## src/fmcu_pkg.sv

```systemverilog
// fmcu_pkg: shared types and character constants for the feed message csv unpacker
// no dependencies
`timescale 1ns / 1ps

package fmcu_pkg;

    // characters used in the csv text
    localparam logic [7:0] CHAR_COMMA   = 8'h2C;
    localparam logic [7:0] CHAR_MINUS   = 8'h2D;
    localparam logic [7:0] CHAR_PLUS    = 8'h2B;
    localparam logic [7:0] CHAR_NEWLINE = 8'h0A;
    localparam logic [7:0] CHAR_ONE     = 8'h31;
    localparam logic [7:0] CHAR_TWO     = 8'h32;
    localparam logic [7:0] CHAR_A       = 8'h41;
    localparam logic [7:0] CHAR_D       = 8'h44;
    localparam logic [3:0] DIGIT_BASE   = 4'h3;

    // characters per input byte and queue size
    localparam int MAX_CHARS   = 4;
    localparam int QUEUE_DEPTH = 2;

    // one run of characters caused by one input byte
    typedef struct packed {
        logic [MAX_CHARS-1:0][7:0]         chars;
        logic [$clog2(MAX_CHARS)-1:0]      last_idx;
        logic [1:0]                        stream;
    } cmd_t;

endpackage

```

## src/fmcu_in_if.sv

```systemverilog
// fmcu_in_if: input byte channel, valid/ready handshake
// no dependencies
`timescale 1ns / 1ps

interface fmcu_in_if;
    logic       valid;
    logic       ready;
    logic [7:0] data_byte;
    logic       last_byte;

    modport source (output valid, output data_byte, output last_byte, input ready);
    modport sink (input valid, input data_byte, input last_byte, output ready);
endinterface

```

## src/fmcu_out_if.sv

```systemverilog
// fmcu_out_if: output character channel, valid/ready handshake
// no dependencies
`timescale 1ns / 1ps

interface fmcu_out_if;
    logic       valid;
    logic       ready;
    logic [7:0] out_char;
    logic [1:0] stream_select;
    logic       last_of_run;

    modport source (output valid, output out_char, output stream_select,
                    output last_of_run, input ready);
    modport sink (input valid, input out_char, input stream_select,
                  input last_of_run, output ready);
endinterface

```

## src/fmcu_front.sv

```systemverilog
// fmcu_front: accepts payload bytes, tracks the message layout and builds character runs
// depends on fmcu_pkg and fmcu_in_if
`timescale 1ns / 1ps

module fmcu_front
    import fmcu_pkg::*;
#(
    parameter int POSITION_BITS = 16
)
(
    input  logic            clk,
    input  logic            rst_n,
    fmcu_in_if.sink         in_ch,
    output cmd_t            cmd,
    output logic            cmd_valid,
    input  logic            cmd_ready
);

    typedef enum logic [1:0] {
        CLS_NONE    = 2'd0,
        CLS_PRODUCT = 2'd1,
        CLS_BOOK    = 2'd2,
        CLS_TRADE   = 2'd3
    } class_t;

    typedef enum logic [1:0] {
        SEC_HEAD    = 2'd0,
        SEC_GROUPS  = 2'd1,
        SEC_TRAILER = 2'd2,
        SEC_DONE    = 2'd3
    } section_t;

    typedef enum logic [2:0] {
        K_NONE,
        K_RAW,
        K_RAW_COMMA,
        K_SIGN_COMMA,
        K_BCD,
        K_BCD_COMMA
    } kind_t;

    typedef logic [POSITION_BITS-1:0] pos_t;

    localparam pos_t POS_MAX = '1;

    pos_t       pos_reg, pos_next;
    class_t     class_reg, class_next;
    logic [7:0] tag_reg, tag_next;
    logic [7:0] groups_reg, groups_next;
    logic [3:0] goff_reg, goff_next;
    section_t   section_reg, section_next;
    logic [3:0] toff_reg, toff_next;

    kind_t      kind;
    logic [7:0] b;
    pos_t       p;
    logic       accept;
    logic [2:0] n_chars;
    cmd_t       cmd_build;
    logic [7:0] book_count;
    class_t     class_now;

    function automatic logic at(input pos_t pp, input int unsigned v);
        at = (pp == pos_t'(v));
    endfunction

    function automatic logic in_range(input pos_t pp, input int unsigned lo,
                                      input int unsigned hi);
        in_range = (pp >= pos_t'(lo)) && (pp <= pos_t'(hi));
    endfunction

    // bytes 19..43 shared by book and trade headers
    function automatic kind_t common_kind(input pos_t pp);
        kind_t k;
        k = K_NONE;
        if (in_range(pp, 19, 38))
            k = at(pp, 38) ? K_RAW_COMMA : K_RAW;
        else if (in_range(pp, 39, 43))
            k = at(pp, 43) ? K_BCD_COMMA : K_BCD;
        return k;
    endfunction

    // last byte of each 5-byte product bcd field
    function automatic logic product_comma(input pos_t pp);
        product_comma = at(pp, 33) || at(pp, 38) || at(pp, 43) || at(pp, 48)
                     || at(pp, 53) || at(pp, 58) || at(pp, 63);
    endfunction

    // class decided at byte 2 before the end-of-message clear
    function automatic class_t class_after_tag(input logic [7:0] t, input logic [7:0] c);
        class_t r;
        r = CLS_NONE;
        if (t == CHAR_ONE && c == CHAR_ONE)
            r = CLS_PRODUCT;
        else if (t == CHAR_TWO && c == CHAR_A)
            r = CLS_BOOK;
        else if (t == CHAR_TWO && c == CHAR_D)
            r = CLS_TRADE;
        return r;
    endfunction

    assign b      = in_ch.data_byte;
    assign p      = pos_reg;
    assign accept = in_ch.valid && in_ch.ready;

    // class in force for this byte's characters
    assign class_now = at(p, 2) ? class_after_tag(tag_reg, b) : class_reg;

    // count = high nibble * 10 + low nibble
    assign book_count = {1'b0, b[7:4], 3'b000} + {3'b000, b[7:4], 1'b0} + {4'h0, b[3:0]};

    // layout tracking and field classification
    always_comb
    begin
        pos_next     = pos_reg;
        class_next   = class_reg;
        tag_next     = tag_reg;
        groups_next  = groups_reg;
        goff_next    = goff_reg;
        section_next = section_reg;
        toff_next    = toff_reg;
        kind         = K_NONE;

        if (at(p, 1))
        begin
            tag_next = b;
        end
        else if (at(p, 2))
        begin
            if (tag_reg == CHAR_ONE && b == CHAR_ONE)
                class_next = CLS_PRODUCT;
            else if (tag_reg == CHAR_TWO && b == CHAR_A)
                class_next = CLS_BOOK;
            else if (tag_reg == CHAR_TWO && b == CHAR_D)
                class_next = CLS_TRADE;
            else
                class_next = CLS_NONE;
        end
        else if (p > pos_t'(2))
        begin
            unique case (class_reg)
                CLS_NONE:
                begin
                    kind = K_NONE;
                end
                CLS_PRODUCT:
                begin
                    if (in_range(p, 19, 28))
                        kind = at(p, 28) ? K_RAW_COMMA : K_RAW;
                    else if (in_range(p, 29, 63))
                        kind = product_comma(p) ? K_BCD_COMMA : K_BCD;
                end
                CLS_BOOK:
                begin
                    if (section_reg == SEC_HEAD)
                    begin
                        if (p <= pos_t'(43))
                            kind = common_kind(p);
                        else if (at(p, 44))
                        begin
                            groups_next  = book_count;
                            goff_next    = '0;
                            section_next = (book_count != 8'd0) ? SEC_GROUPS : SEC_DONE;
                        end
                    end
                    else if (section_reg == SEC_GROUPS)
                    begin
                        if (goff_reg <= 4'd2)
                            kind = K_RAW_COMMA;
                        else if (goff_reg <= 4'd7)
                            kind = (goff_reg == 4'd7) ? K_BCD_COMMA : K_BCD;
                        else if (goff_reg <= 4'd11)
                            kind = (goff_reg == 4'd11) ? K_BCD_COMMA : K_BCD;
                        else
                            kind = K_BCD_COMMA;
                        if (goff_reg >= 4'd12)
                        begin
                            goff_next   = '0;
                            groups_next = groups_reg - 8'd1;
                            if (groups_reg == 8'd1)
                                section_next = SEC_DONE;
                        end
                        else
                            goff_next = goff_reg + 4'd1;
                    end
                end
                CLS_TRADE:
                begin
                    if (section_reg == SEC_HEAD)
                    begin
                        if (p <= pos_t'(43))
                            kind = common_kind(p);
                        else if (at(p, 44) || at(p, 61))
                            kind = K_RAW_COMMA;
                        else if (in_range(p, 45, 50))
                            kind = at(p, 50) ? K_BCD_COMMA : K_BCD;
                        else if (at(p, 51))
                            kind = K_SIGN_COMMA;
                        else if (in_range(p, 52, 56))
                            kind = at(p, 56) ? K_BCD_COMMA : K_BCD;
                        else if (in_range(p, 57, 60))
                            kind = at(p, 60) ? K_BCD_COMMA : K_BCD;
                        else if (at(p, 62))
                        begin
                            groups_next  = {1'b0, b[6:0]};
                            goff_next    = '0;
                            toff_next    = '0;
                            section_next = (b[6:0] != 7'd0) ? SEC_GROUPS : SEC_TRAILER;
                        end
                    end
                    else if (section_reg == SEC_GROUPS)
                    begin
                        if (goff_reg == 4'd0)
                            kind = K_SIGN_COMMA;
                        else if (goff_reg <= 4'd5)
                            kind = (goff_reg == 4'd5) ? K_BCD_COMMA : K_BCD;
                        else
                            kind = (goff_reg >= 4'd7) ? K_BCD_COMMA : K_BCD;
                        if (goff_reg >= 4'd7)
                        begin
                            goff_next   = '0;
                            groups_next = groups_reg - 8'd1;
                            if (groups_reg == 8'd1)
                                section_next = SEC_TRAILER;
                        end
                        else
                            goff_next = goff_reg + 4'd1;
                    end
                    else if (section_reg == SEC_TRAILER)
                    begin
                        kind = (toff_reg[1:0] == 2'b11) ? K_BCD_COMMA : K_BCD;
                        if (toff_reg >= 4'd11)
                            section_next = SEC_DONE;
                        else
                            toff_next = toff_reg + 4'd1;
                    end
                end
                default:
                begin
                    kind = K_NONE;
                end
            endcase
        end

        // saturating position
        if (p != POS_MAX)
            pos_next = p + pos_t'(1);

        // end of message returns everything to reset
        if (in_ch.last_byte)
        begin
            pos_next     = '0;
            class_next   = CLS_NONE;
            tag_next     = '0;
            groups_next  = '0;
            goff_next    = '0;
            section_next = SEC_HEAD;
            toff_next    = '0;
        end
    end

    // character run for this byte
    always_comb
    begin
        cmd_build = '0;
        n_chars   = 3'd0;
        case (kind)
            K_RAW:
            begin
                cmd_build.chars[0] = b;
                n_chars            = 3'd1;
            end
            K_RAW_COMMA:
            begin
                cmd_build.chars[0] = b;
                cmd_build.chars[1] = CHAR_COMMA;
                n_chars            = 3'd2;
            end
            K_SIGN_COMMA:
            begin
                cmd_build.chars[0] = (b != 8'd0) ? CHAR_MINUS : CHAR_PLUS;
                cmd_build.chars[1] = CHAR_COMMA;
                n_chars            = 3'd2;
            end
            K_BCD:
            begin
                cmd_build.chars[0] = {DIGIT_BASE, b[7:4]};
                cmd_build.chars[1] = {DIGIT_BASE, b[3:0]};
                n_chars            = 3'd2;
            end
            K_BCD_COMMA:
            begin
                cmd_build.chars[0] = {DIGIT_BASE, b[7:4]};
                cmd_build.chars[1] = {DIGIT_BASE, b[3:0]};
                cmd_build.chars[2] = CHAR_COMMA;
                n_chars            = 3'd3;
            end
            default:
            begin
                n_chars = 3'd0;
            end
        endcase

        // newline closes a classified message
        if (in_ch.last_byte && class_now != CLS_NONE)
        begin
            cmd_build.chars[n_chars[1:0]] = CHAR_NEWLINE;
            n_chars                       = n_chars + 3'd1;
        end

        cmd_build.last_idx = 2'(n_chars - 3'd1);
        cmd_build.stream   = 2'(class_now - 2'd1);
    end

    assign in_ch.ready = cmd_ready;
    assign cmd         = cmd_build;
    assign cmd_valid   = accept && (n_chars != 3'd0);

    // state registers
    always_ff @(posedge clk or negedge rst_n)
    begin
        if (!rst_n)
        begin
            pos_reg     <= '0;
            class_reg   <= CLS_NONE;
            tag_reg     <= '0;
            groups_reg  <= '0;
            goff_reg    <= '0;
            section_reg <= SEC_HEAD;
            toff_reg    <= '0;
        end
        else if (accept)
        begin
            pos_reg     <= pos_next;
            class_reg   <= class_next;
            tag_reg     <= tag_next;
            groups_reg  <= groups_next;
            goff_reg    <= goff_next;
            section_reg <= section_next;
            toff_reg    <= toff_next;
        end
    end

endmodule

```

## src/fmcu_queue.sv

```systemverilog
// fmcu_queue: short fifo of character runs between front and back
// depends on fmcu_pkg
`timescale 1ns / 1ps

module fmcu_queue
    import fmcu_pkg::*;
(
    input  logic clk,
    input  logic rst_n,
    input  cmd_t push_data,
    input  logic push_valid,
    output logic push_ready,
    output cmd_t pop_data,
    output logic pop_valid,
    input  logic pop_ready
);

    localparam int PTR_BITS = $clog2(QUEUE_DEPTH);

    cmd_t                mem_reg [QUEUE_DEPTH];
    logic [PTR_BITS-1:0] wr_ptr_reg, wr_ptr_next;
    logic [PTR_BITS-1:0] rd_ptr_reg, rd_ptr_next;
    logic [PTR_BITS:0]   count_reg, count_next;
    logic                do_push, do_pop;

    assign push_ready = (count_reg != (PTR_BITS+1)'(QUEUE_DEPTH));
    assign pop_valid  = (count_reg != '0);
    assign pop_data   = mem_reg[rd_ptr_reg];
    assign do_push    = push_valid && push_ready;
    assign do_pop     = pop_valid && pop_ready;

    // pointer and fill count update
    always_comb
    begin
        wr_ptr_next = wr_ptr_reg;
        rd_ptr_next = rd_ptr_reg;
        count_next  = count_reg;
        if (do_push)
            wr_ptr_next = (wr_ptr_reg == PTR_BITS'(QUEUE_DEPTH - 1)) ? '0
                        : wr_ptr_reg + PTR_BITS'(1);
        if (do_pop)
            rd_ptr_next = (rd_ptr_reg == PTR_BITS'(QUEUE_DEPTH - 1)) ? '0
                        : rd_ptr_reg + PTR_BITS'(1);
        if (do_push && !do_pop)
            count_next = count_reg + (PTR_BITS+1)'(1);
        else if (do_pop && !do_push)
            count_next = count_reg - (PTR_BITS+1)'(1);
    end

    // control registers
    always_ff @(posedge clk or negedge rst_n)
    begin
        if (!rst_n)
        begin
            wr_ptr_reg <= '0;
            rd_ptr_reg <= '0;
            count_reg  <= '0;
        end
        else
        begin
            wr_ptr_reg <= wr_ptr_next;
            rd_ptr_reg <= rd_ptr_next;
            count_reg  <= count_next;
        end
    end

    // storage
    always_ff @(posedge clk)
    begin
        if (do_push)
            mem_reg[wr_ptr_reg] <= push_data;
    end

endmodule

```

## src/fmcu_back.sv

```systemverilog
// fmcu_back: plays out each queued character run, one character per cycle while out_ch is ready
// depends on fmcu_pkg and fmcu_out_if
`timescale 1ns / 1ps

module fmcu_back
    import fmcu_pkg::*;
(
    input  logic      clk,
    input  logic      rst_n,
    input  cmd_t      pop_data,
    input  logic      pop_valid,
    output logic      pop_ready,
    fmcu_out_if.source out_ch
);

    localparam int IDX_BITS = $clog2(MAX_CHARS);

    cmd_t                cmd_reg;
    logic                busy_reg;
    logic [IDX_BITS-1:0] idx_reg;
    logic                final_char;
    logic                take;

    assign final_char = (idx_reg == cmd_reg.last_idx);
    assign take       = out_ch.valid && out_ch.ready;
    assign pop_ready  = !busy_reg || (take && final_char);

    assign out_ch.valid         = busy_reg;
    assign out_ch.out_char      = cmd_reg.chars[idx_reg];
    assign out_ch.stream_select = cmd_reg.stream;
    assign out_ch.last_of_run   = final_char;

    // control: load a run, step through its characters
    always_ff @(posedge clk or negedge rst_n)
    begin
        if (!rst_n)
        begin
            busy_reg <= 1'b0;
            idx_reg  <= '0;
        end
        else if (pop_ready)
        begin
            busy_reg <= pop_valid;
            idx_reg  <= '0;
        end
        else if (take)
        begin
            idx_reg <= idx_reg + IDX_BITS'(1);
        end
    end

    // run payload
    always_ff @(posedge clk)
    begin
        if (pop_ready && pop_valid)
            cmd_reg <= pop_data;
    end

endmodule

```

## src/feed_message_csv_unpacker.sv

```systemverilog
// feed_message_csv_unpacker: market feed message payload to csv character stream
// depends on fmcu_pkg, fmcu_in_if, fmcu_out_if, fmcu_front, fmcu_queue, fmcu_back
//
// Usage
//   in_ch takes one payload byte per transaction, last_byte set on the final byte
//   of a message. out_ch gives one csv character per transaction with the target
//   table in stream_select and last_of_run on the final character of a byte.
//   Path: a byte's characters are registered in the run queue and then in the
//   character player's run register before the first one is valid on out_ch.
//   Throughput: one character per cycle on out_ch while out_ch is ready; a byte
//   gives one to four characters (bcd field with comma plus newline).
//   Bytes that give no characters put no run into the queue. The front accepts a
//   byte every cycle while the two-entry run queue has room, so it keeps taking
//   bytes while earlier runs are still being played out.
//   Stall: when out_ch is not ready the current character holds, the queue
//   fills, and in_ch.ready drops once both queue entries are taken.
//   Reset: clears the position, class, group counters and queue; no output is
//   valid until a byte arrives.
`timescale 1ns / 1ps

module feed_message_csv_unpacker
    import fmcu_pkg::*;
#(
    parameter int POSITION_BITS = 16
)
(
    input  logic       clk,
    input  logic       rst_n,
    fmcu_in_if.sink    in_ch,
    fmcu_out_if.source out_ch
);

    cmd_t front_cmd;
    logic front_valid;
    logic front_ready;
    cmd_t back_cmd;
    logic back_valid;
    logic back_ready;

    // classify bytes and build runs
    fmcu_front #(
        .POSITION_BITS (POSITION_BITS)
    ) u_front (
        .clk       (clk),
        .rst_n     (rst_n),
        .in_ch     (in_ch),
        .cmd       (front_cmd),
        .cmd_valid (front_valid),
        .cmd_ready (front_ready)
    );

    // decoupling queue
    fmcu_queue u_queue (
        .clk        (clk),
        .rst_n      (rst_n),
        .push_data  (front_cmd),
        .push_valid (front_valid),
        .push_ready (front_ready),
        .pop_data   (back_cmd),
        .pop_valid  (back_valid),
        .pop_ready  (back_ready)
    );

    // play out characters
    fmcu_back u_back (
        .clk       (clk),
        .rst_n     (rst_n),
        .pop_data  (back_cmd),
        .pop_valid (back_valid),
        .pop_ready (back_ready),
        .out_ch    (out_ch)
    );

endmodule

```

## src/flat_wrapper.sv

```systemverilog
// flat-port wrapper written by rule: the top's interface ports become plain ports
module feed_message_csv_unpacker_flat import fmcu_pkg::*;
#(
    parameter int POSITION_BITS = 16
)
  (clk, rst_n, in_ch_valid, in_ch_data_byte, in_ch_last_byte, in_ch_ready, out_ch_valid, out_ch_out_char, out_ch_stream_select, out_ch_last_of_run, out_ch_ready);
  fmcu_in_if in_ch_i ();
  fmcu_out_if out_ch_i ();
  input  logic clk;
  input  logic rst_n;
  input wire logic [$bits(in_ch_i.valid)-1:0] in_ch_valid;
  input wire logic [$bits(in_ch_i.data_byte)-1:0] in_ch_data_byte;
  input wire logic [$bits(in_ch_i.last_byte)-1:0] in_ch_last_byte;
  output wire logic [$bits(in_ch_i.ready)-1:0] in_ch_ready;
  output wire logic [$bits(out_ch_i.valid)-1:0] out_ch_valid;
  output wire logic [$bits(out_ch_i.out_char)-1:0] out_ch_out_char;
  output wire logic [$bits(out_ch_i.stream_select)-1:0] out_ch_stream_select;
  output wire logic [$bits(out_ch_i.last_of_run)-1:0] out_ch_last_of_run;
  input wire logic [$bits(out_ch_i.ready)-1:0] out_ch_ready;
  assign in_ch_i.valid = in_ch_valid;
  assign in_ch_i.data_byte = in_ch_data_byte;
  assign in_ch_i.last_byte = in_ch_last_byte;
  assign in_ch_ready = in_ch_i.ready;
  assign out_ch_valid = out_ch_i.valid;
  assign out_ch_out_char = out_ch_i.out_char;
  assign out_ch_stream_select = out_ch_i.stream_select;
  assign out_ch_last_of_run = out_ch_i.last_of_run;
  assign out_ch_i.ready = out_ch_ready;
  feed_message_csv_unpacker #(.POSITION_BITS(POSITION_BITS)) u_core (.clk(clk), .rst_n(rst_n), .in_ch(in_ch_i), .out_ch(out_ch_i));
endmodule
```

## config.mk

```make
export PLATFORM = sky130hd
export DESIGN_NAME = feed_message_csv_unpacker_flat
export DESIGN_NICKNAME = d
export VERILOG_FILES = /design/src/fmcu_pkg.sv /design/src/fmcu_in_if.sv /design/src/fmcu_out_if.sv /design/src/fmcu_front.sv /design/src/fmcu_queue.sv /design/src/fmcu_back.sv /design/src/feed_message_csv_unpacker.sv /design/src/flat_wrapper.sv
export SDC_FILE = /design/constraint.sdc
export NUM_CORES = 1
export LEC_CHECK = 0
export ABC_AREA = 1
export BUFFER_PORTS_ARGS = -buffer_cell sky130_fd_sc_hd__buf_2
export CORE_ASPECT_RATIO = 2
export CORE_MARGIN = 2
export CORE_UTILIZATION = 55
export CTS_CLUSTER_SIZE = 40
export DETAILED_ROUTE_END_ITERATION = 12
export HOLD_SLACK_MARGIN = 0.03
export PLACE_DENSITY = 0.8
export SYNTH_ARGS = -nofsm -noshare
export SYNTH_HDL_FRONTEND = slang
export SYNTH_SLANG_ARGS = --single-unit
```

## constraint.sdc

```tcl
create_clock -name clk -period 4.3 [get_ports clk]
set_input_delay 1.29 -clock clk [delete_from_list [all_inputs] [get_ports clk]]
set_output_delay 1.29 -clock clk [all_outputs]
set_load 0.1 [all_outputs]
```

==> impl_metrics.env <==
export IMPL_hold_violations=0
export IMPL_grt_max_degree=27
export IMPL_internal_power_mw=3.11
export IMPL_drt_initial_drc_count=464
export IMPL_p_sw_mw=2.35
export IMPL_synth_avg_cell_area_sq_um=8.50
export IMPL_crit_path_end_kind="flip-flop"
export IMPL_pre_cts_slack_ps=-12.8
export IMPL_synthesis_nets=897
export IMPL_ys_ff_latch=117
export IMPL_io_pins=26
export IMPL_rsz0062_at_grt="no"
export IMPL_fin_skew_ps=13.0
export IMPL_yosysMostFrequentCell="nand2_1"
export IMPL_via_count=6361
export IMPL_clkPwrFrac_pct=27.9
export IMPL_die_x_microns=85.3
export IMPL_startpoint_type="flip-flop"
export IMPL_worst_pin_slew_ps=940
export IMPL_slew_headroom_pct=37.3
export IMPL_yosysUniqueCellTypes=62
export IMPL_gp_congestion=1.08
export IMPL_io_buffer_count=25
export IMPL_yosys_top_cells_count="172 x nand2_1, 103 x inv_1, 100 x nor2_1"
export IMPL_path_clk_slew_ps=60
export IMPL_syn2layout_area_growth_pct=16.4
export IMPL_largest_reg_flops=44
export IMPL_wl_per_cell_microns=19.0
export IMPL_synth_edff_count=66
export IMPL_leakage_nw=3.79
export IMPL_die_h_microns=167
export IMPL_drcViolationCount=0
export IMPL_grt_overflow=0
export IMPL_total_power_mw=5.46
export IMPL_path_max_fanout=7
export IMPL_grt_pass1_wl_mm=32.6
export IMPL_cp_required_ps=4600
export IMPL_coreArea_sq_um=13000
export IMPL_cts_root_buffer="clkbuf_16"
export IMPL_synth_area_leaders="edfxtp_1 27%, dfrtp_1 18%, nand2_1 8.9%"
export IMPL_fin_crit_ps=4000
export IMPL_worstSetupPathType="reg2reg"
export IMPL_synth_top_area_cell="edfxtp_1"
export IMPL_synth_ff_type="edfxtp_1"
export IMPL_core_rowCount=59
export IMPL_peakVddDrop_uv=661
export IMPL_cts_sinks=117
export IMPL_wl_met2_mm=11.5
export IMPL_cap_violations=0
export IMPL_diodes=0
export IMPL_whs_ps=474
export IMPL_cts_buffers=17
export IMPL_synthCells=856
export IMPL_ys_seq_area_share_pct=44.8
export IMPL_dpl_hpwl_mm=15.9
export IMPL_tns_ps=0
export IMPL_yosysTopAreaCellShare_pct=27.2
export IMPL_synthArstFlopShare_pct=43.6
export IMPL_power_density_nw_per_um2=645
export IMPL_status="complete, no violations"
export IMPL_slew_viol_final=0
export IMPL_grt_pass1_vias=6434
export IMPL_wl_met1_mm=6.51
export IMPL_yosysWarningCount=0
export IMPL_fmax_mhz=250
export IMPL_viasPerCell=5.85
export IMPL_final_layout_size_suffix_gt1_share_pct=20.5
export IMPL_wl_met3_microns=860
export IMPL_setup_ws_ps=302
export IMPL_syn_cell_area_sq_um=7270
export IMPL_cts_tree="built"
export IMPL_power_frac_comb_pct=40.5
export IMPL_initial_core_util_pct=56.0
export IMPL_dpl_instance_area_sq_um=7790
export IMPL_grtUsageTotal_pct=30.4
export IMPL_hold_class="reg2reg"
export IMPL_antenna_found_initial=0
export IMPL_seq_power_share_pct=31.6
export IMPL_maxUsedRoutingLayer="met4"
export IMPL_clk_latency_ps=420
export IMPL_setup_viol=0
export IMPL_clk_path_buf_depth=2
export IMPL_die_area_sq_um=14200
export IMPL_fin_area_sq_um=8470
export IMPL_drtAntennaViolNets=0
export IMPL_cp_data_arrival_time_ps=4290
export IMPL_h_tree_depth=4
export IMPL_firstDrtPassIters=6
export IMPL_wl_mm=20.7
export IMPL_nets=964
export IMPL_period_share_pct=93.0
export IMPL_p_sw_share_pct=43.0
layout by cell type, fill, tap and decap left out, types with 3 or more instances in the layout:
cell,n
buf_4,37
nor4_1,4
or2_2,3
clkinv_1,3
bufinv_16,4
o22ai_1,7
o21ai_1,9
nor2_1,97
mux2_2,22
nor3_1,21
nand2_1,171
nor2_4,7
clkbuf_16,17
inv_6,3
xor2_1,6
inv_1,102
nor2_2,8
a21oi_1,39
xnor2_1,4
inv_2,10
nand3_1,39
nand2_4,6
buf_2,25
nand3b_1,3
o31ai_1,3
edfxtp_1,66
ha_1,24
a22oi_1,3
o21ai_2,8
nand4_1,16
o21ai_0,49
o211ai_1,4
dfrtp_1,50
clkinv_4,4
nand2_2,14
a21oi_2,4
per-layer routing:
metal	global-route usage [%]	up-vias
li1	-	3018
met1	26.9	2976
met3	5.15	103
met2	57.6	264
met5	0	-
met4	23.1	0
final timing paths:
kind,startpoint,endpoint,slack (ps),cells past startpoint
max in group asynchronous,rst_n,u_core.u_front.tag_reg[0],2610,2
min in group asynchronous,rst_n,u_core.u_front.goff_reg[0],880,1
worst min-delay path,u_core.u_queue.count_reg[0],u_core.u_queue.count_reg[0],470,1
worst max register to register,u_core.u_front.p[1],u_core.u_queue.count_reg[1],300,25
worst max-delay path,u_core.u_front.p[1],u_core.u_queue.count_reg[1],300,25
worst min register to register,u_core.u_queue.count_reg[0],u_core.u_queue.count_reg[0],470,1
critical path: stages, from the launching register on:
cell and delay (ps):
dfrtp_2 470, ha_2 230, inv_1 230, nor2_1 90, nand3_1 200, nand2_2 130
nor2_1 170, nand2_1 70, inv_1 50, nand2_1 60, nand2_1 60, nand2_1 70
nand2_2 150, nand2_2 110, nor2_4 210, inv_1 80, ha_1 300, o21ai_1 140
ha_1 160, o21ai_0 80, nand2_1 90, inv_1 60, ha_1 300, a21oi_1 110
o21ai_0 110, xor2_1 150
what timing repair did:
action,4_1_cts,5_1_grt
gates resized for setup,0,7
setup buffers,0,4
hold buffers,0,0
endpoints found under the setup margin,0,1
hold endpoints to repair,0,0
cells by family (layout without fill, tap and decap cells):
kind of cell / Yosys count / in the layout / share of synthesized area, %
muxes: 22 / 22 / 3.41
DFF: 117 / 117 / 44.8
buffers and inverters: 132 / 212 / 7.33
adders and majority gates: 28 / 28 / 5.02
AOI/OAI and AO/OA: 144 / 144 / 12.0
and+or+nand+nor: 403 / 403 / 26.3
xor gates and xnor gates: 10 / 10 / 1.20
area by class of cell:
cell class / instances / area (sq um)
Tap cell: 152 / 190
Fill cell: 1069 / 4520
Inverter: 116 / 438
Clock buffer: 18 / 429
Sequential cell: 117 / 3260
Clock inverter: 14 / 201
Multi-Input combinational cell: 607 / 3510
Timing Repair Buffer: 64 / 443
through the flow:
step                util, %  cells
floorplan                 -    856
global placement       60.0   1052
detailed placement     60.0   1052
CTS                    64.8   1084
global route           65.2   1088
finish                 65.2   1088
power by group through the flow:
| stage | logic [mW] | clock network (mW) | registers, mW |
|---|---|---|---|
| 6_report | 2.21 | 1.52 | 1.73 |
| 5_1_grt | 2.40 | 1.58 | 1.76 |
| 4_1_cts | 2.19 | 1.54 | 1.72 |
| 3_5_place_dp | 2.18 | 0 | 1.74 |
| 3_3_place_gp | 2.15 | 0 | 1.73 |
| 2_1_floorplan | 1.69 | 0 | 1.65 |
No activity file was read; power rests on OpenSTA's default activity.
